[src/rtl/tnp_pkg.sv]
// ----------------------------------------------------------------------------
// tnp_pkg
// Shared types, byte codes and sizes for the Telnet IAC negotiation parser.
// ----------------------------------------------------------------------------
package tnp_pkg;

    // default width of the byte position counter
    localparam int OFFSET_BITS_DEF = 16;

    // field widths
    localparam int BYTE_W   = 8;
    localparam int KIND_W   = 3;
    localparam int REASON_W = 2;
    localparam int OUT_OFS_W = 16;
    localparam int LEN_W    = 16;
    localparam int CNT_W    = 17;

    // reset value of the payload limit register
    localparam logic [LEN_W-1:0] MAX_LEN_RESET = 16'd1024;

    // payload counter saturation value
    localparam logic [CNT_W-1:0] CNT_MAX = '1;

    // result queue depth; input is held off while fewer than four slots are free
    localparam int QUEUE_DEPTH = 8;
    localparam int QUEUE_HOLD  = 4;

    // Telnet byte codes
    localparam logic [BYTE_W-1:0] BYTE_IAC  = 8'd255;
    localparam logic [BYTE_W-1:0] BYTE_SB   = 8'd250;
    localparam logic [BYTE_W-1:0] BYTE_SE   = 8'd240;
    localparam logic [BYTE_W-1:0] BYTE_WILL = 8'd251;
    localparam logic [BYTE_W-1:0] BYTE_DONT = 8'd254;

    // verb low bits minus this give the event kind (WILL -> 1 ... DONT -> 4)
    localparam logic [KIND_W-1:0] VERB_KIND_BIAS = 3'd2;

    // event kinds
    localparam logic [KIND_W-1:0] KIND_PAYLOAD = 3'd0;
    localparam logic [KIND_W-1:0] KIND_SUB_END = 3'd5;

    // close reasons
    localparam logic [REASON_W-1:0] REASON_SE    = 2'd0;
    localparam logic [REASON_W-1:0] REASON_TRUNC = 2'd1;
    localparam logic [REASON_W-1:0] REASON_BUF   = 2'd2;

    // parser phases
    typedef enum logic [2:0] {
        PH_IDLE,
        PH_IAC,
        PH_VERB,
        PH_SUB,
        PH_SUBIAC
    } t_phase;

    // one result item
    typedef struct packed {
        logic [KIND_W-1:0]    kind;
        logic [BYTE_W-1:0]    option;
        logic [BYTE_W-1:0]    payload;
        logic [REASON_W-1:0]  reason;
        logic [OUT_OFS_W-1:0] offset;
        logic                 run_last;
    } t_result;

    // results produced by one byte: up to two
    typedef struct packed {
        logic [1:0] n;
        t_result    res0;
        t_result    res1;
    } t_push;

    // append one result to a push group
    function automatic t_push push_add(t_push p, t_result r);
        if (p.n == 2'd0) begin
            p.res0 = r;
        end else begin
            p.res1 = r;
        end
        p.n = p.n + 2'd1;
        return p;
    endfunction

endpackage

[src/rtl/tnp_in_if.sv]
// ----------------------------------------------------------------------------
// tnp_in_if
// Input byte channel: one buffer byte and its end-of-buffer flag per request.
// ----------------------------------------------------------------------------
interface tnp_in_if;
    logic       valid;
    logic       ready;
    logic [7:0] data_byte;
    logic       buffer_end;

    modport source (output valid, output data_byte, output buffer_end, input ready);
    modport sink   (input valid, input data_byte, input buffer_end, output ready);
endinterface

[src/rtl/tnp_out_if.sv]
// ----------------------------------------------------------------------------
// tnp_out_if
// Event channel: one parser event per request.
// ----------------------------------------------------------------------------
interface tnp_out_if;
    logic        valid;
    logic        ready;
    logic [2:0]  event_kind;
    logic [7:0]  option_code;
    logic [7:0]  payload_byte;
    logic [1:0]  close_reason;
    logic [15:0] start_offset;
    logic        run_last;

    modport source (
        output valid, output event_kind, output option_code, output payload_byte,
        output close_reason, output start_offset, output run_last, input ready
    );
    modport sink (
        input valid, input event_kind, input option_code, input payload_byte,
        input close_reason, input start_offset, input run_last, output ready
    );
endinterface

[src/rtl/tnp_cfg_if.sv]
// ----------------------------------------------------------------------------
// tnp_cfg_if
// Configuration write channel for the payload length limit.
// ----------------------------------------------------------------------------
interface tnp_cfg_if;
    logic        valid;
    logic        ready;
    logic [15:0] max_subneg_len;

    modport source (output valid, output max_subneg_len, input ready);
    modport sink   (input valid, input max_subneg_len, output ready);
endinterface

[src/rtl/telnet_iac_negotiation_parser.sv]
// ----------------------------------------------------------------------------
// telnet_iac_negotiation_parser
// Telnet IAC scanner: negotiation events and subnegotiation payload streams.
// ----------------------------------------------------------------------------
// Takes one buffer byte per clock cycle as long as the event side keeps up.
// A byte is registered, parsed in the following cycle, and its results (zero,
// one or two) enter an eight-entry result queue. The first event of a byte is
// therefore valid once the queue has stored it, behind any earlier events.
// The queue hands out one event per cycle while the event side is ready.
// A byte that yields two events therefore needs two output transfers. Input
// ready drops whenever fewer than four queue slots are free. The payload
// length limit is written through the configuration channel, which is always
// ready; write it only while the parser is idle.
module telnet_iac_negotiation_parser #(
    parameter int OFFSET_BITS = tnp_pkg::OFFSET_BITS_DEF
) (
    input  logic         i_clk,
    input  logic         i_rst_n,
    tnp_in_if.sink       i_in,
    tnp_cfg_if.sink      i_cfg,
    tnp_out_if.source    o_out
);

    localparam int CNT_W = $clog2(tnp_pkg::QUEUE_DEPTH + 1);

    tnp_pkg::t_push     push;
    tnp_pkg::t_result   head;
    logic [CNT_W-1:0]   q_count;
    logic               accept;

    // input handshake: room for this byte and the one in flight
    assign i_in.ready  = (q_count <= CNT_W'(tnp_pkg::QUEUE_DEPTH - tnp_pkg::QUEUE_HOLD));
    assign accept      = i_in.valid && i_in.ready;
    assign i_cfg.ready = 1'b1;

    tnp_core #(
        .OFFSET_BITS (OFFSET_BITS)
    ) u_core (
        .i_clk     (i_clk),
        .i_rst_n   (i_rst_n),
        .i_accept  (accept),
        .i_byte    (i_in.data_byte),
        .i_last    (i_in.buffer_end),
        .i_cfg_wr  (i_cfg.valid),
        .i_cfg_len (i_cfg.max_subneg_len),
        .o_push    (push)
    );

    tnp_queue u_queue (
        .i_clk   (i_clk),
        .i_rst_n (i_rst_n),
        .i_push  (push),
        .i_pop   (o_out.ready),
        .o_valid (o_out.valid),
        .o_head  (head),
        .o_count (q_count)
    );

    // event fields
    assign o_out.event_kind   = head.kind;
    assign o_out.option_code  = head.option;
    assign o_out.payload_byte = head.payload;
    assign o_out.close_reason = head.reason;
    assign o_out.start_offset = head.offset;
    assign o_out.run_last     = head.run_last;

endmodule

[src/rtl/tnp_core.sv]
// ----------------------------------------------------------------------------
// tnp_core
// Input register, phase machine and payload counter; emits up to two results
// per byte into the result queue.
// ----------------------------------------------------------------------------
module tnp_core #(
    parameter int OFFSET_BITS = tnp_pkg::OFFSET_BITS_DEF
) (
    input  logic                              i_clk,
    input  logic                              i_rst_n,
    input  logic                              i_accept,
    input  logic [tnp_pkg::BYTE_W-1:0]        i_byte,
    input  logic                              i_last,
    input  logic                              i_cfg_wr,
    input  logic [tnp_pkg::LEN_W-1:0]         i_cfg_len,
    output tnp_pkg::t_push                    o_push
);

    // input register
    logic                        r_vld;
    logic [tnp_pkg::BYTE_W-1:0]  r_byte;
    logic                        r_last;

    // parser state
    tnp_pkg::t_phase             r_phase, n_phase;
    logic [tnp_pkg::BYTE_W-1:0]  r_verb, n_verb;
    logic [tnp_pkg::BYTE_W-1:0]  r_opt, n_opt;
    logic [OFFSET_BITS-1:0]      r_start, n_start;
    logic [OFFSET_BITS-1:0]      r_pos, n_pos;
    logic [tnp_pkg::CNT_W-1:0]   r_cnt, n_cnt;
    logic [tnp_pkg::LEN_W-1:0]   r_max;

    logic [tnp_pkg::CNT_W-1:0]   cnt_a, cnt_b, max_ext;
    logic [tnp_pkg::OUT_OFS_W-1:0] start_out;
    tnp_pkg::t_push              push;

    // low bits of the event start, or the start zero-extended, for the 16-bit output field
    generate
        if (OFFSET_BITS >= tnp_pkg::OUT_OFS_W) begin : g_ofs_cut
            assign start_out = r_start[tnp_pkg::OUT_OFS_W-1:0];
        end else begin : g_ofs_ext
            assign start_out = {{(tnp_pkg::OUT_OFS_W-OFFSET_BITS){1'b0}}, r_start};
        end
    endgenerate

    // saturating payload counts after one and two more bytes
    assign max_ext = {1'b0, r_max};
    assign cnt_a   = (r_cnt == tnp_pkg::CNT_MAX) ? r_cnt : r_cnt + 1'b1;
    assign cnt_b   = (cnt_a == tnp_pkg::CNT_MAX) ? cnt_a : cnt_a + 1'b1;

    // result builder
    function automatic tnp_pkg::t_result mk(
        logic [tnp_pkg::KIND_W-1:0]    kind,
        logic [tnp_pkg::BYTE_W-1:0]    opt,
        logic [tnp_pkg::BYTE_W-1:0]    pay,
        logic [tnp_pkg::REASON_W-1:0]  reason,
        logic [tnp_pkg::OUT_OFS_W-1:0] ofs
    );
        tnp_pkg::t_result r;
        r.kind     = kind;
        r.option   = opt;
        r.payload  = pay;
        r.reason   = reason;
        r.offset   = ofs;
        r.run_last = 1'b0;
        return r;
    endfunction

    // phase machine: next state and results for the registered byte
    always_comb begin
        n_phase = r_phase;
        n_verb  = r_verb;
        n_opt   = r_opt;
        n_start = r_start;
        n_pos   = r_pos;
        n_cnt   = r_cnt;
        push    = '0;

        if (r_vld) begin
            case (r_phase)
                tnp_pkg::PH_IAC: begin
                    if (r_last || r_byte == tnp_pkg::BYTE_IAC ||
                        (r_byte != tnp_pkg::BYTE_SB &&
                         (r_byte < tnp_pkg::BYTE_WILL || r_byte > tnp_pkg::BYTE_DONT))) begin
                        n_phase = tnp_pkg::PH_IDLE;
                    end else begin
                        n_verb  = r_byte;
                        n_phase = tnp_pkg::PH_VERB;
                    end
                end
                tnp_pkg::PH_VERB: begin
                    n_opt = r_byte;
                    if (r_verb == tnp_pkg::BYTE_SB) begin
                        n_cnt = '0;
                        if (r_last) begin
                            push = tnp_pkg::push_add(push, mk(tnp_pkg::KIND_SUB_END, r_byte,
                                '0, tnp_pkg::REASON_BUF, start_out));
                            n_phase = tnp_pkg::PH_IDLE;
                        end else begin
                            n_phase = tnp_pkg::PH_SUB;
                        end
                    end else begin
                        push = tnp_pkg::push_add(push, mk(r_verb[2:0] - tnp_pkg::VERB_KIND_BIAS,
                            r_byte, '0, tnp_pkg::REASON_SE, start_out));
                        n_phase = tnp_pkg::PH_IDLE;
                    end
                end
                tnp_pkg::PH_SUB: begin
                    if (r_last) begin
                        push = tnp_pkg::push_add(push, mk(tnp_pkg::KIND_SUB_END, r_opt,
                            '0, tnp_pkg::REASON_BUF, start_out));
                        n_phase = tnp_pkg::PH_IDLE;
                    end else if (r_byte == tnp_pkg::BYTE_IAC) begin
                        n_phase = tnp_pkg::PH_SUBIAC;
                    end else begin
                        n_cnt = cnt_a;
                        if (cnt_a > max_ext) begin
                            push = tnp_pkg::push_add(push, mk(tnp_pkg::KIND_SUB_END, r_opt,
                                '0, tnp_pkg::REASON_TRUNC, start_out));
                            n_phase = tnp_pkg::PH_IDLE;
                        end else if (r_cnt < max_ext) begin
                            push = tnp_pkg::push_add(push, mk(tnp_pkg::KIND_PAYLOAD, r_opt,
                                r_byte, tnp_pkg::REASON_SE, start_out));
                        end
                    end
                end
                tnp_pkg::PH_SUBIAC: begin
                    if (r_byte == tnp_pkg::BYTE_SE) begin
                        push = tnp_pkg::push_add(push, mk(tnp_pkg::KIND_SUB_END, r_opt,
                            '0, tnp_pkg::REASON_SE, start_out));
                        n_phase = tnp_pkg::PH_IDLE;
                    end else if (r_byte == tnp_pkg::BYTE_IAC) begin
                        // escaped 255: never truncates by itself
                        n_cnt   = cnt_a;
                        n_phase = tnp_pkg::PH_SUB;
                        if (r_cnt < max_ext) begin
                            push = tnp_pkg::push_add(push, mk(tnp_pkg::KIND_PAYLOAD, r_opt,
                                tnp_pkg::BYTE_IAC, tnp_pkg::REASON_SE, start_out));
                        end
                        if (r_last) begin
                            push = tnp_pkg::push_add(push, mk(tnp_pkg::KIND_SUB_END, r_opt,
                                '0, tnp_pkg::REASON_BUF, start_out));
                            n_phase = tnp_pkg::PH_IDLE;
                        end
                    end else begin
                        // lone IAC becomes a 255 byte, then this byte is payload
                        n_cnt   = cnt_a;
                        n_phase = tnp_pkg::PH_SUB;
                        if (cnt_a > max_ext) begin
                            push = tnp_pkg::push_add(push, mk(tnp_pkg::KIND_SUB_END, r_opt,
                                '0, tnp_pkg::REASON_TRUNC, start_out));
                            n_phase = tnp_pkg::PH_IDLE;
                        end else begin
                            if (r_cnt < max_ext) begin
                                push = tnp_pkg::push_add(push, mk(tnp_pkg::KIND_PAYLOAD, r_opt,
                                    tnp_pkg::BYTE_IAC, tnp_pkg::REASON_SE, start_out));
                            end
                            if (r_last) begin
                                push = tnp_pkg::push_add(push, mk(tnp_pkg::KIND_SUB_END, r_opt,
                                    '0, tnp_pkg::REASON_BUF, start_out));
                                n_phase = tnp_pkg::PH_IDLE;
                            end else begin
                                n_cnt = cnt_b;
                                if (cnt_b > max_ext) begin
                                    push = tnp_pkg::push_add(push, mk(tnp_pkg::KIND_SUB_END,
                                        r_opt, '0, tnp_pkg::REASON_TRUNC, start_out));
                                    n_phase = tnp_pkg::PH_IDLE;
                                end else if (cnt_a < max_ext) begin
                                    push = tnp_pkg::push_add(push, mk(tnp_pkg::KIND_PAYLOAD,
                                        r_opt, r_byte, tnp_pkg::REASON_SE, start_out));
                                end
                            end
                        end
                    end
                end
                default: begin
                    n_phase = tnp_pkg::PH_IDLE;
                    if (r_byte == tnp_pkg::BYTE_IAC && !r_last) begin
                        n_start = r_pos;
                        n_phase = tnp_pkg::PH_IAC;
                    end
                end
            endcase

            // mark the last result of this byte
            if (push.n == 2'd1) begin
                push.res0.run_last = 1'b1;
            end else if (push.n == 2'd2) begin
                push.res1.run_last = 1'b1;
            end

            // buffer end clears all sequence state; position saturates
            if (r_last) begin
                n_phase = tnp_pkg::PH_IDLE;
                n_verb  = '0;
                n_opt   = '0;
                n_start = '0;
                n_pos   = '0;
                n_cnt   = '0;
            end else if (r_pos != {OFFSET_BITS{1'b1}}) begin
                n_pos = r_pos + 1'b1;
            end
        end
    end

    assign o_push = push;

    // input register payload
    always_ff @(posedge i_clk) begin
        if (i_accept) begin
            r_byte <= i_byte;
            r_last <= i_last;
        end
    end

    // control and state registers
    always_ff @(posedge i_clk) begin
        if (!i_rst_n) begin
            r_vld   <= 1'b0;
            r_phase <= tnp_pkg::PH_IDLE;
            r_verb  <= '0;
            r_opt   <= '0;
            r_start <= '0;
            r_pos   <= '0;
            r_cnt   <= '0;
            r_max   <= tnp_pkg::MAX_LEN_RESET;
        end else begin
            r_vld   <= i_accept;
            r_phase <= n_phase;
            r_verb  <= n_verb;
            r_opt   <= n_opt;
            r_start <= n_start;
            r_pos   <= n_pos;
            r_cnt   <= n_cnt;
            if (i_cfg_wr) begin
                r_max <= i_cfg_len;
            end
        end
    end

    // payload events only come out of an open subnegotiation
    a_payload_in_sub: assert property (@(posedge i_clk) disable iff (!i_rst_n)
        (push.n != 2'd0 && push.res0.kind == tnp_pkg::KIND_PAYLOAD) |->
        (r_phase == tnp_pkg::PH_SUB || r_phase == tnp_pkg::PH_SUBIAC))
        else $error("payload event outside subnegotiation");

    // a buffer's final byte leaves the parser idle at position zero
    a_last_clears: assert property (@(posedge i_clk) disable iff (!i_rst_n)
        (r_vld && r_last) |=> (r_phase == tnp_pkg::PH_IDLE && r_pos == '0 && r_cnt == '0))
        else $error("state not cleared after buffer end");

endmodule

[src/rtl/tnp_queue.sv]
// ----------------------------------------------------------------------------
// tnp_queue
// Result queue: takes up to two results per cycle, hands out one per request.
// ----------------------------------------------------------------------------
module tnp_queue (
    input  logic                  i_clk,
    input  logic                  i_rst_n,
    input  tnp_pkg::t_push        i_push,
    input  logic                  i_pop,
    output logic                  o_valid,
    output tnp_pkg::t_result      o_head,
    output logic [$clog2(tnp_pkg::QUEUE_DEPTH+1)-1:0] o_count
);

    localparam int PTR_W = $clog2(tnp_pkg::QUEUE_DEPTH);
    localparam int CNT_W = $clog2(tnp_pkg::QUEUE_DEPTH + 1);

    tnp_pkg::t_result   mem [tnp_pkg::QUEUE_DEPTH];
    logic [PTR_W-1:0]   r_wr, n_wr;
    logic [PTR_W-1:0]   r_rd, n_rd;
    logic [CNT_W-1:0]   r_count, n_count;
    logic [PTR_W-1:0]   wr_next;
    logic               pop;

    assign pop     = i_pop && (r_count != '0);
    assign wr_next = r_wr + 1'b1;

    // pointer and fill count update
    always_comb begin
        n_wr    = r_wr + PTR_W'(i_push.n);
        n_rd    = pop ? r_rd + 1'b1 : r_rd;
        n_count = r_count + CNT_W'(i_push.n) - CNT_W'(pop);
    end

    // storage writes
    always_ff @(posedge i_clk) begin
        if (i_push.n != 2'd0) begin
            mem[r_wr] <= i_push.res0;
        end
        if (i_push.n == 2'd2) begin
            mem[wr_next] <= i_push.res1;
        end
    end

    always_ff @(posedge i_clk) begin
        if (!i_rst_n) begin
            r_wr    <= '0;
            r_rd    <= '0;
            r_count <= '0;
        end else begin
            r_wr    <= n_wr;
            r_rd    <= n_rd;
            r_count <= n_count;
        end
    end

    assign o_valid = (r_count != '0);
    assign o_head  = mem[r_rd];
    assign o_count = r_count;

    // fill count stays within the depth
    a_count_bound: assert property (@(posedge i_clk) disable iff (!i_rst_n)
        r_count <= CNT_W'(tnp_pkg::QUEUE_DEPTH))
        else $error("result queue count out of range");

    // a push always finds room
    a_push_room: assert property (@(posedge i_clk) disable iff (!i_rst_n)
        (i_push.n != 2'd0) |->
        ({1'b0, r_count} + {{(CNT_W-1){1'b0}}, i_push.n} <= (CNT_W+1)'(tnp_pkg::QUEUE_DEPTH)))
        else $error("result queue overflow");

endmodule
[src/flat_wrapper.sv]
// flat-port wrapper written by rule: the top's interface ports become plain ports
module telnet_iac_negotiation_parser_flat 
#(
    parameter int OFFSET_BITS = tnp_pkg::OFFSET_BITS_DEF
)
  (i_clk, i_rst_n, i_in_valid, i_in_data_byte, i_in_buffer_end, i_in_ready, i_cfg_valid, i_cfg_max_subneg_len, i_cfg_ready, o_out_valid, o_out_event_kind, o_out_option_code, o_out_payload_byte, o_out_close_reason, o_out_start_offset, o_out_run_last, o_out_ready);
  tnp_in_if i_in_i ();
  tnp_cfg_if i_cfg_i ();
  tnp_out_if o_out_i ();
  input  logic i_clk;
  input  logic i_rst_n;
  input wire logic [$bits(i_in_i.valid)-1:0] i_in_valid;
  input wire logic [$bits(i_in_i.data_byte)-1:0] i_in_data_byte;
  input wire logic [$bits(i_in_i.buffer_end)-1:0] i_in_buffer_end;
  output wire logic [$bits(i_in_i.ready)-1:0] i_in_ready;
  input wire logic [$bits(i_cfg_i.valid)-1:0] i_cfg_valid;
  input wire logic [$bits(i_cfg_i.max_subneg_len)-1:0] i_cfg_max_subneg_len;
  output wire logic [$bits(i_cfg_i.ready)-1:0] i_cfg_ready;
  output wire logic [$bits(o_out_i.valid)-1:0] o_out_valid;
  output wire logic [$bits(o_out_i.event_kind)-1:0] o_out_event_kind;
  output wire logic [$bits(o_out_i.option_code)-1:0] o_out_option_code;
  output wire logic [$bits(o_out_i.payload_byte)-1:0] o_out_payload_byte;
  output wire logic [$bits(o_out_i.close_reason)-1:0] o_out_close_reason;
  output wire logic [$bits(o_out_i.start_offset)-1:0] o_out_start_offset;
  output wire logic [$bits(o_out_i.run_last)-1:0] o_out_run_last;
  input wire logic [$bits(o_out_i.ready)-1:0] o_out_ready;
  assign i_in_i.valid = i_in_valid;
  assign i_in_i.data_byte = i_in_data_byte;
  assign i_in_i.buffer_end = i_in_buffer_end;
  assign i_in_ready = i_in_i.ready;
  assign i_cfg_i.valid = i_cfg_valid;
  assign i_cfg_i.max_subneg_len = i_cfg_max_subneg_len;
  assign i_cfg_ready = i_cfg_i.ready;
  assign o_out_valid = o_out_i.valid;
  assign o_out_event_kind = o_out_i.event_kind;
  assign o_out_option_code = o_out_i.option_code;
  assign o_out_payload_byte = o_out_i.payload_byte;
  assign o_out_close_reason = o_out_i.close_reason;
  assign o_out_start_offset = o_out_i.start_offset;
  assign o_out_run_last = o_out_i.run_last;
  assign o_out_i.ready = o_out_ready;
  telnet_iac_negotiation_parser #(.OFFSET_BITS(OFFSET_BITS)) u_core (.i_clk(i_clk), .i_rst_n(i_rst_n), .i_in(i_in_i), .i_cfg(i_cfg_i), .o_out(o_out_i));
endmodule
[config.mk]
export PLATFORM = sky130hd
export DESIGN_NAME = telnet_iac_negotiation_parser_flat
export DESIGN_NICKNAME = d
export VERILOG_FILES = /design/src/rtl/tnp_pkg.sv /design/src/rtl/tnp_in_if.sv /design/src/rtl/tnp_out_if.sv /design/src/rtl/tnp_cfg_if.sv /design/src/rtl/telnet_iac_negotiation_parser.sv /design/src/rtl/tnp_core.sv /design/src/rtl/tnp_queue.sv /design/src/flat_wrapper.sv
export SDC_FILE = /design/constraint.sdc
export NUM_CORES = 1
export LEC_CHECK = 0
export ABC_AREA = 0
export BUFFER_PORTS_ARGS = -buffer_cell sky130_fd_sc_hd__buf_4
export CAP_MARGIN = 5
export CORE_MARGIN = 2
export CORE_UTILIZATION = 30
export CTS_BUF_LIST = sky130_fd_sc_hd__clkbuf_8
export CTS_CLUSTER_DIAMETER = 40
export CTS_CLUSTER_SIZE = 10
export DETAILED_ROUTE_END_ITERATION = 7
export SKIP_CTS_REPAIR_TIMING = 1
export SLEW_MARGIN = 20
export SYNTH_ARGS = -nofsm -noshare
export SYNTH_HDL_FRONTEND = slang
export SYNTH_SLANG_ARGS = --single-unit
[constraint.sdc]
create_clock -name i_clk -period 9.71 [get_ports i_clk]
set_clock_uncertainty 0.1 [all_clocks]
set_input_delay 0.4855 -clock i_clk [delete_from_list [all_inputs] [get_ports i_clk]]
set_output_delay 0.4855 -clock i_clk [all_outputs]
set_load 0.005 [all_outputs]
==> results of run 1 <==
-- registers in the layout, summed over array words and instances, names as in the netlist, 3 cells and up, named ones only --
signal                  flops
u_core.u_queue.mem        304
u_core.u_core.r_cnt        17
u_core.u_core.r_max        16
u_core.u_core.r_pos        16
u_core.u_core.r_start      16
u_core.u_core.r_byte        8
u_core.u_core.r_opt         8
u_core.u_core.r_verb        8
u_core.u_queue.o_count      4
u_core.u_core.r_phase       3
u_core.u_queue.r_rd         3
u_core.u_queue.r_wr         3
-- layout make-up --
type | count | area, µm² | area share [%]
Sequential cell | 411 | 11300 | 45.3
Clock inverter | 52 | 524 | 2.10
Inverter | 65 | 244 | 0.979
Tap cell | 940 | 1180 | 4.72
Clock buffer | 75 | 1030 | 4.14
Timing Repair Buffer | 134 | 1130 | 4.53
Antenna cell | 2 | 5.00 | 0.0201
Multi-Input combinational cell | 1216 | 9520 | 38.2
-- through the flow --
step                total power, mW  util, %  hold WS (ns)  std cells
global route                   4.51     35.5       0.00370       2894
floorplan                      2.39        -         0.332       1794
global placement               2.63     32.9         0.350       2747
CTS                            4.38     35.2        -0.120       2874
finish                         4.33     35.5       -0.0110       2895
detailed placement             2.64     33.0         0.367       2747
-- critical path: cells and delay by family, from the launching register on --
kind                       cells  cell delay (ns)
AOI/OAI and AO/OA              6             2.19
xor gates and xnor gates       1             0.19
adders and majority gates      2             0.56
buffers and inverters          1             0.51
DFF                            1             0.57
and+or+nand+nor               12             4.43
-- worst min path at each step --
stage / startpoint / endpoint / slack (ns) / cells past startpoint
CTS: i_in_data_byte[7] / u_core.u_core.r_byte[7]$_DFFE_PP_ / -0.12 / 1
detailed placement: u_core.u_core.r_verb[3]$_SDFFE_PN0P_ / u_core.u_core.r_verb[3]$_SDFFE_PN0P_ / 0.37 / 2
finish: i_cfg_max_subneg_len[8] / u_core.u_core.r_max[8]$_SDFFE_PN0P_ / -0.01 / 3
global placement: u_core.u_core.r_verb[6]$_SDFFE_PN0P_ / u_core.u_core.r_verb[6]$_SDFFE_PN0P_ / 0.35 / 2
global route: i_cfg_max_subneg_len[6] / u_core.u_core.r_max[6]$_SDFFE_PN0P_ / 0.004 / 3
floorplan: u_core.u_core.r_verb[7]$_SDFFE_PN0P_ / u_core.u_core.r_verb[7]$_SDFFE_PN0P_ / 0.33 / 2
-- Yosys cell counts (all sizes together), types with 5 or more instances --
master | number | area [µm²]
and4 | 8 | 70.1
a21o | 9 | 67.6
o211ai | 26 | 195
o31ai | 10 | 75.1
nor4 | 12 | 87.6
a2111oi | 6 | 52.6
dfxtp | 106 | 2120
a21boi | 8 | 60.1
a21oi | 42 | 210
a41oi | 6 | 52.6
nor2 | 132 | 503
nand2 | 104 | 393
nor4b | 5 | 50.0
a32oi | 5 | 43.8
clkbuf | 69 | 259
edfxtp | 305 | 9160
and2 | 136 | 851
mux4 | 76 | 1710
nand2b | 12 | 75.1
o22ai | 98 | 613
a22o | 73 | 639
mux2i | 25 | 250
ha | 64 | 801
inv | 64 | 240
nor3 | 24 | 120
or3 | 14 | 87.6
xor2 | 13 | 114
xnor2 | 28 | 245
and3 | 15 | 93.8
mux2 | 39 | 439
o2111ai | 5 | 43.8
a211oi | 11 | 87.6
a22oi | 26 | 195
a31oi | 9 | 56.3
buf | 33 | 148
nand4 | 22 | 144
o21ai | 64 | 328
nor2b | 7 | 43.8
nand3 | 33 | 165
-- cells by family (layout without fill, tap and decap cells) --
family	count (synthesis)	after routing	synth area share (%)
flops	411	411	52.8
other cells	1	3	0.0176
fa+ha+maj	66	66	3.94
xor+xnor	41	41	1.68
buf+inv	167	326	3.05
mux	140	140	11.2
simple gates	535	535	13.0
compound gates	433	433	14.3
-- per-layer routing --
| metal | routed length, µm | part of all wire, % | up-vias | GRT usage (%) |
|---|---|---|---|---|
| li1 | - | - | 7179 | - |
| met1 | 26400 | 41 | 7984 | 22.1 |
| met2 | 31500 | 49 | 685 | 28.9 |
| met3 | 4540 | 7.0 | 141 | 3.27 |
| met4 | 2300 | 3.6 | 0 | 7.46 |
| met5 | 0 | 0 | - | 0 |
-- report_power, final --
group,switching (mW),internal (mW)
Sequential,0.105,1.90
Clock,0.771,0.954
Combinational,0.288,0.310
==> results.md, run 1 <==
* Outcome: finished, violations left
* Failing checks: hold timing
* Synthesized area at 0.0214 mm²
* All-Layer GR Usage at ~17%
* Crit path capture: u_core.u_queue.mem[2][13]$_DFFE_PP_
* Clock sink total at 411
* Final min period at 8.97 ns
* Cell variety after synth at 80
* Slew headroom at 17.7%
* CTS tree: done
* Final worst-path cycle share at 92.4%
* Number of synthesized register bits at 411
* Final net count at 1994
* Vias at 15989
* Most frequent cells in the layout: 305 x edfxtp_1, 136 x and2_1, 131 x nor2_1
* Slew Limit Fails at 0
* Filler cells at about 6900
* Grt ovf at 0
* Dpl hpwl at 43200 µm
* First-pass GRT wire length at 98300 µm
* Power Density at 174 mW/mm²
* WL per Instance at 22.4 µm
* DR pass1 iterations at 7
* Layout cell share with drive strength beyond 1 at about a fifth
* Worst Setup Path Type: reg -> reg
* CTS buffer count at 70
* Critical path launch point: u_core.u_core.r_cnt[4]$_SDFFE_PN0P_
* Via/cell ratio at about 5.5
* Final Hold Fails at 2
* Vias in the first global route at 16310
* Die Ht at 271 µm
* Post-synth EDFFs at 305
* # IOs at 71
* Worst VDD drop at 0.127 mV
* TNS Setup at 0 ns
* Clock Path Buffers at 3
* Unrepaired setup endpoints after global routing: false
* DP Area at 0.0232 mm²
* Drt drc at 0
* Antenna violations before repair at 1
* Reg clk slew, reported paths at ~0.06 ns
* Worst EP arrival at a little over 9 ns
* Reg2reg path depth at 22
* Worst-skew pair later-pin latency at roughly 0.64 ns
* Hold Path Class: in -> reg
* CP Cell Sequence: nand4_2 -> or4_1 -> or2_0 -> nand2_1 -> nand2_1 -> ha_1 -> nor4b_1 -> a311o_1 -> or4_1 -> nor4b_1 -> xnor2_1 -> ha_1 -> a21oi_1 -> or3b_2 -> o31ai_1 -> and2_1 -> o2111ai_1 -> o2111a_1 -> o211ai_1 -> nand2_1 -> nand2_2 -> buf_4
* Root Driver: clkbuf_8
* Synth Warn # at 0
* Largest net degree at the start of global routing at 58
* Setup slack after layout at 0.738 ns
* Ys async rst share at 0%
* Avg Cell Area, Syn at 11.9 µm²
* Max-cap violations at 0
* Commonest non-fill, non-tap cell in the layout: edfxtp_1
* Max H-tree Level at 3
* Layout area overhead at 16.6%
* Site Rows at 97
* Die area at 0.0734 mm²
* Number of nets still failing antenna checks after routing at 0
* Leak pwr at 8.08 nW
* Crit start category: flip-flop
* Final setup violation count at 0
* WP data required at 9.88 ns
* Mapped Nets at ~1900
* Post-place setup slack at 0.931 ns
* Fmax achieved at 111 MHz
* RR Startpoint: u_core.u_core.r_cnt[4]$_SDFFE_PN0P_
* Crit Path Max Fanout at 37
* Most common cell on crit path: nand2_1
* Crit end category: flip-flop
* Worst reg2reg path endpoint: u_core.u_queue.mem[2][13]$_DFFE_PP_
* Core ar. at 0.0703 mm²
* Initial Util at 30.4%
* First DRT Iteration DRCs at around 1500
* CP max stage cell: or4_1
* Drt total wl at between 60000 and 70000 µm
* Syn Inst Count at ~1800
* Critical path's largest stage delay at 0.76 ns
* Worst slew pin tran at 1.23 ns
* Die Width at 271 µm
* GP Congestion at 0.964
* IO buf count at 69
* Most used DFF post-synth: edfxtp_1
* Reg-to-reg slack, setup at between 0.7 and 0.8 ns
* Post-synthesis sequential area ratio at 52.8%
* WHS at -0.0110 ns
* Design Area, Final at 0.0249 mm²
(Power assumes the default switching activity.)
==> inputs of run 2 (changes only) <==
Settings changed: CELL_PAD_IN_SITES_DETAIL_PLACEMENT set to 0, CELL_PAD_IN_SITES_GLOBAL_PLACEMENT set to 2, PLACE_DENSITY_LB_ADDON set to 0.1, SLEW_MARGIN 20 to 0.
==> results.md, run 2 (synthesis gave the netlist of run 1 again) <==
* Final worst-path cycle share at 93.4% (was 92.4%)
* Vias at 15870 (was 15989)
* RR Startpoint: u_core.u_core.r_cnt[0]$_SDFFE_PN0P_ (was u_core.u_core.r_cnt[4]$_SDFFE_PN0P_)
* WP data required at 10.15 ns (was 9.88 ns)
* First-pass GRT wire length at 109000 µm (was 98300 µm)
* Routed wl met2 at 35100 µm (was 31500 µm)
* First DRT Iteration DRCs at 1127 (was 1517)
* Crit Path Max Fanout at 17 (was 37)
* Leak pwr at 8.27 nW (was 8.08 nW)
* Die Width at 271 µm (unchanged)
* Slew headroom at 17.3% (was 17.7%)
* Sequential fraction of design power at 42.6% (was 46.3%)
* TNS Setup at 0 ns (unchanged)
* CTS buffer count at 80 (was 70)
* Max reg flops at 304 (unchanged)
* Clock Power Share at 42.9% (was 39.9%)
* IO buf count at 69 (unchanged)
* Worst Setup Path Type: reg -> reg (unchanged)
* Design Area, Final at 0.0252 mm² (was 0.0249 mm²)
* Outcome: completed (was finished, violations left)
* Hold path startpoint: i_rst_n (was i_cfg_max_subneg_len[8])
* Critical path's largest stage delay at 0.81 ns (was 0.76 ns)
* Worst VDD drop at 0.146 mV (was 0.127 mV)
* Detail Route met3 WL at 3040 µm (was 4540 µm)
* Root Driver: clkbuf_8 (unchanged)
* Final setup violation count at 0 (unchanged)
* Clock Path Buffers at 3 (unchanged)
* Commonest non-fill, non-tap cell in the layout: edfxtp_1 (unchanged)
* Vias in the first global route at 16179 (was 16310)
* Layout cell share with drive strength beyond 1 at 20.7% (was 19.8%)
* Power Density at 181 mW/mm² (was 174 mW/mm²)
* Core ar. at 0.0703 mm² (unchanged)
* Most frequent cells in the layout: 305 x edfxtp_1, 136 x and2_1, 131 x nor2_1 (unchanged)
* Most common cell on crit path: ha_1 (was nand2_1)
* Switching power at 1.24 mW (was 1.16 mW)
* Post-place setup slack at 0.744 ns (was 0.931 ns)
* Crit end category: flip-flop (unchanged)
* Top reg by flops: u_core.u_queue.mem (unchanged)
* Largest registers: u_core.u_queue.mem x304, u_core.u_core.r_cnt x17 (unchanged)
* GP Congestion at 0.830 (was 0.964)
* Largest net degree at the start of global routing at 60 (was 58)
* Die area at 0.0734 mm² (unchanged)
* Antenna violations before repair at 1 (unchanged)
* Final net count at 2020 (was 1994)
* # IOs at 71 (unchanged)
* Switching Fraction at 27.1% (was 26.9%)
* Reg2reg path depth at 27 (was 22)
* Worst EP arrival at 9.51 ns (was 9.14 ns)
* CP Buf/Inv Count at 1 (unchanged)
* Setup slack after layout at 0.641 ns (was 0.738 ns)
* DR top layer: met4 (unchanged)
* DR pass1 iterations at 5 (was 7)
* Max H-tree Level at 3 (unchanged)
* Crit start category: flip-flop (unchanged)
* Reg clk slew, reported paths at 0.05 ns (was 0.06 ns)
* Unrepaired setup endpoints after global routing: false (unchanged)
* All-Layer GR Usage at 20.0% (was 17.4%)
* CTS tree: done (unchanged)
* Wl on met1 at 33400 µm (was 26400 µm)
* Cell family with most CP delay: simple AND/OR/NAND/NOR gates (unchanged)
* P_int at 3.32 mW (was 3.16 mW)
* Hold Path Class: in -> reg (unchanged)
* Hold Crit Depth at 2 (was 3)
* Dpl hpwl at 47800 µm (was 43200 µm)
* CP max stage cell: nor4b_1 (was or4_1)
* Final min period at 9.07 ns (was 8.97 ns)
* Die Ht at 271 µm (unchanged)
* Worst-skew pair later-pin latency at 0.68 ns (was 0.64 ns)
* Final Hold Fails at 0 (was 2)
* Drt total wl at 73800 µm (was 64700 µm)
* Number of nets still failing antenna checks after routing at 0 (unchanged)
* WL per Instance at 25.1 µm (was 22.4 µm)
* Worst slew pin tran at 1.24 ns (was 1.23 ns)
* Layout area overhead at 18.1% (was 16.6%)
* DP Area at 0.0232 mm² (about the same)
* Drt drc at 0 (unchanged)
* Comb power frac at 14.5% (was 13.8%)
* Worst reg2reg path endpoint: u_core.u_queue.o_count[3]$_SDFF_PN0_ (was u_core.u_queue.mem[2][13]$_DFFE_PP_)
* Reg-to-reg slack, setup at 0.64 ns (was 0.74 ns)
* Initial Util at 30.4% (unchanged)
* Via/cell ratio at 5.41 (was 5.52)
* Fmax achieved at 110 MHz (was 111 MHz)
* Clock sink total at 411 (unchanged)
* Worst Hold End: u_core.u_core.r_max[10]$_SDFFE_PN1P_ (was u_core.u_core.r_max[8]$_SDFFE_PN0P_)
* Grt ovf at 0 (unchanged)
* Max-cap violations at 0 (unchanged)
* Slew Limit Fails at 0 (unchanged)
* Site Rows at 97 (unchanged)
==> run 2: how the worst max path moves through the flow <==
stage	start	endpoint	slack, ns	cells past startpoint
finish	u_core.u_core.r_cnt[0]$_SDFFE_PN0P_	u_core.u_queue.o_count[3]$_SDFF_PN0_	0.64	27
global route	u_core.u_core.r_cnt[0]$_SDFFE_PN0P_	u_core.u_queue.mem[7][4]$_DFFE_PP_	0.005	24
CTS	u_core.u_core.r_cnt[0]$_SDFFE_PN0P_	u_core.u_queue.mem[5][15]$_DFFE_PP_	0.74	23
detailed placement	u_core.u_core.r_cnt[0]$_SDFFE_PN0P_	u_core.u_queue.mem[0][14]$_DFFE_PP_	0.74	23
global placement	u_core.u_core.r_cnt[0]$_SDFFE_PN0P_	u_core.u_queue.o_count[3]$_SDFF_PN0_	0.98	27
floorplan	u_core.u_core.r_cnt[1]$_SDFFE_PN0P_	u_core.u_queue.mem[6][0]$_DFFE_PP_	1.54	26
==> run 2: cell type report <==
| class | count | area [µm²] |
|---|---|---|
| antenna | 2 | 5.00 |
| clock buffer | 86 | 1180 |
| clock inverter | 64 | 623 |
| fill | 6958 | 45000 |
| inverter | 65 | 244 |
| multi-input combinational | 1216 | 9500 |
| sequential | 411 | 11300 |
| tap | 940 | 1180 |
| timing repair buffer | 150 | 1220 |
==> run 2: power groups by stage <==
stage	clock [mW]	sequential [mW]	combinational, mW
after detailed placement	0	1.98	0.674
after floorplan	0	1.95	0.442
after CTS	2.01	1.94	0.677
after global routing	2.08	1.95	0.733
after global placement	0	1.98	0.674
final	1.96	1.94	0.663
==> run 2: metal layers <==
layer	track usage (%)	vias to the layer above
met5	0	-
met4	6.44	0
met3	3.04	131
met2	33.1	431
met1	26.8	8065
li1	-	7243
==> run 2: stage by stage <==
stage | hold WS (ns) | instances | total power, mW | utilization (%)
floorplan | 0.332 | 1794 | 2.39 | -
global placement | 0.349 | 2756 | 2.66 | 33.0
detailed placement | 0.360 | 2756 | 2.66 | 33.0
CTS | -0.162 | 2906 | 4.63 | 35.5
global route | 0.00540 | 2933 | 4.76 | 35.9
finish | 0.0251 | 2934 | 4.56 | 35.9
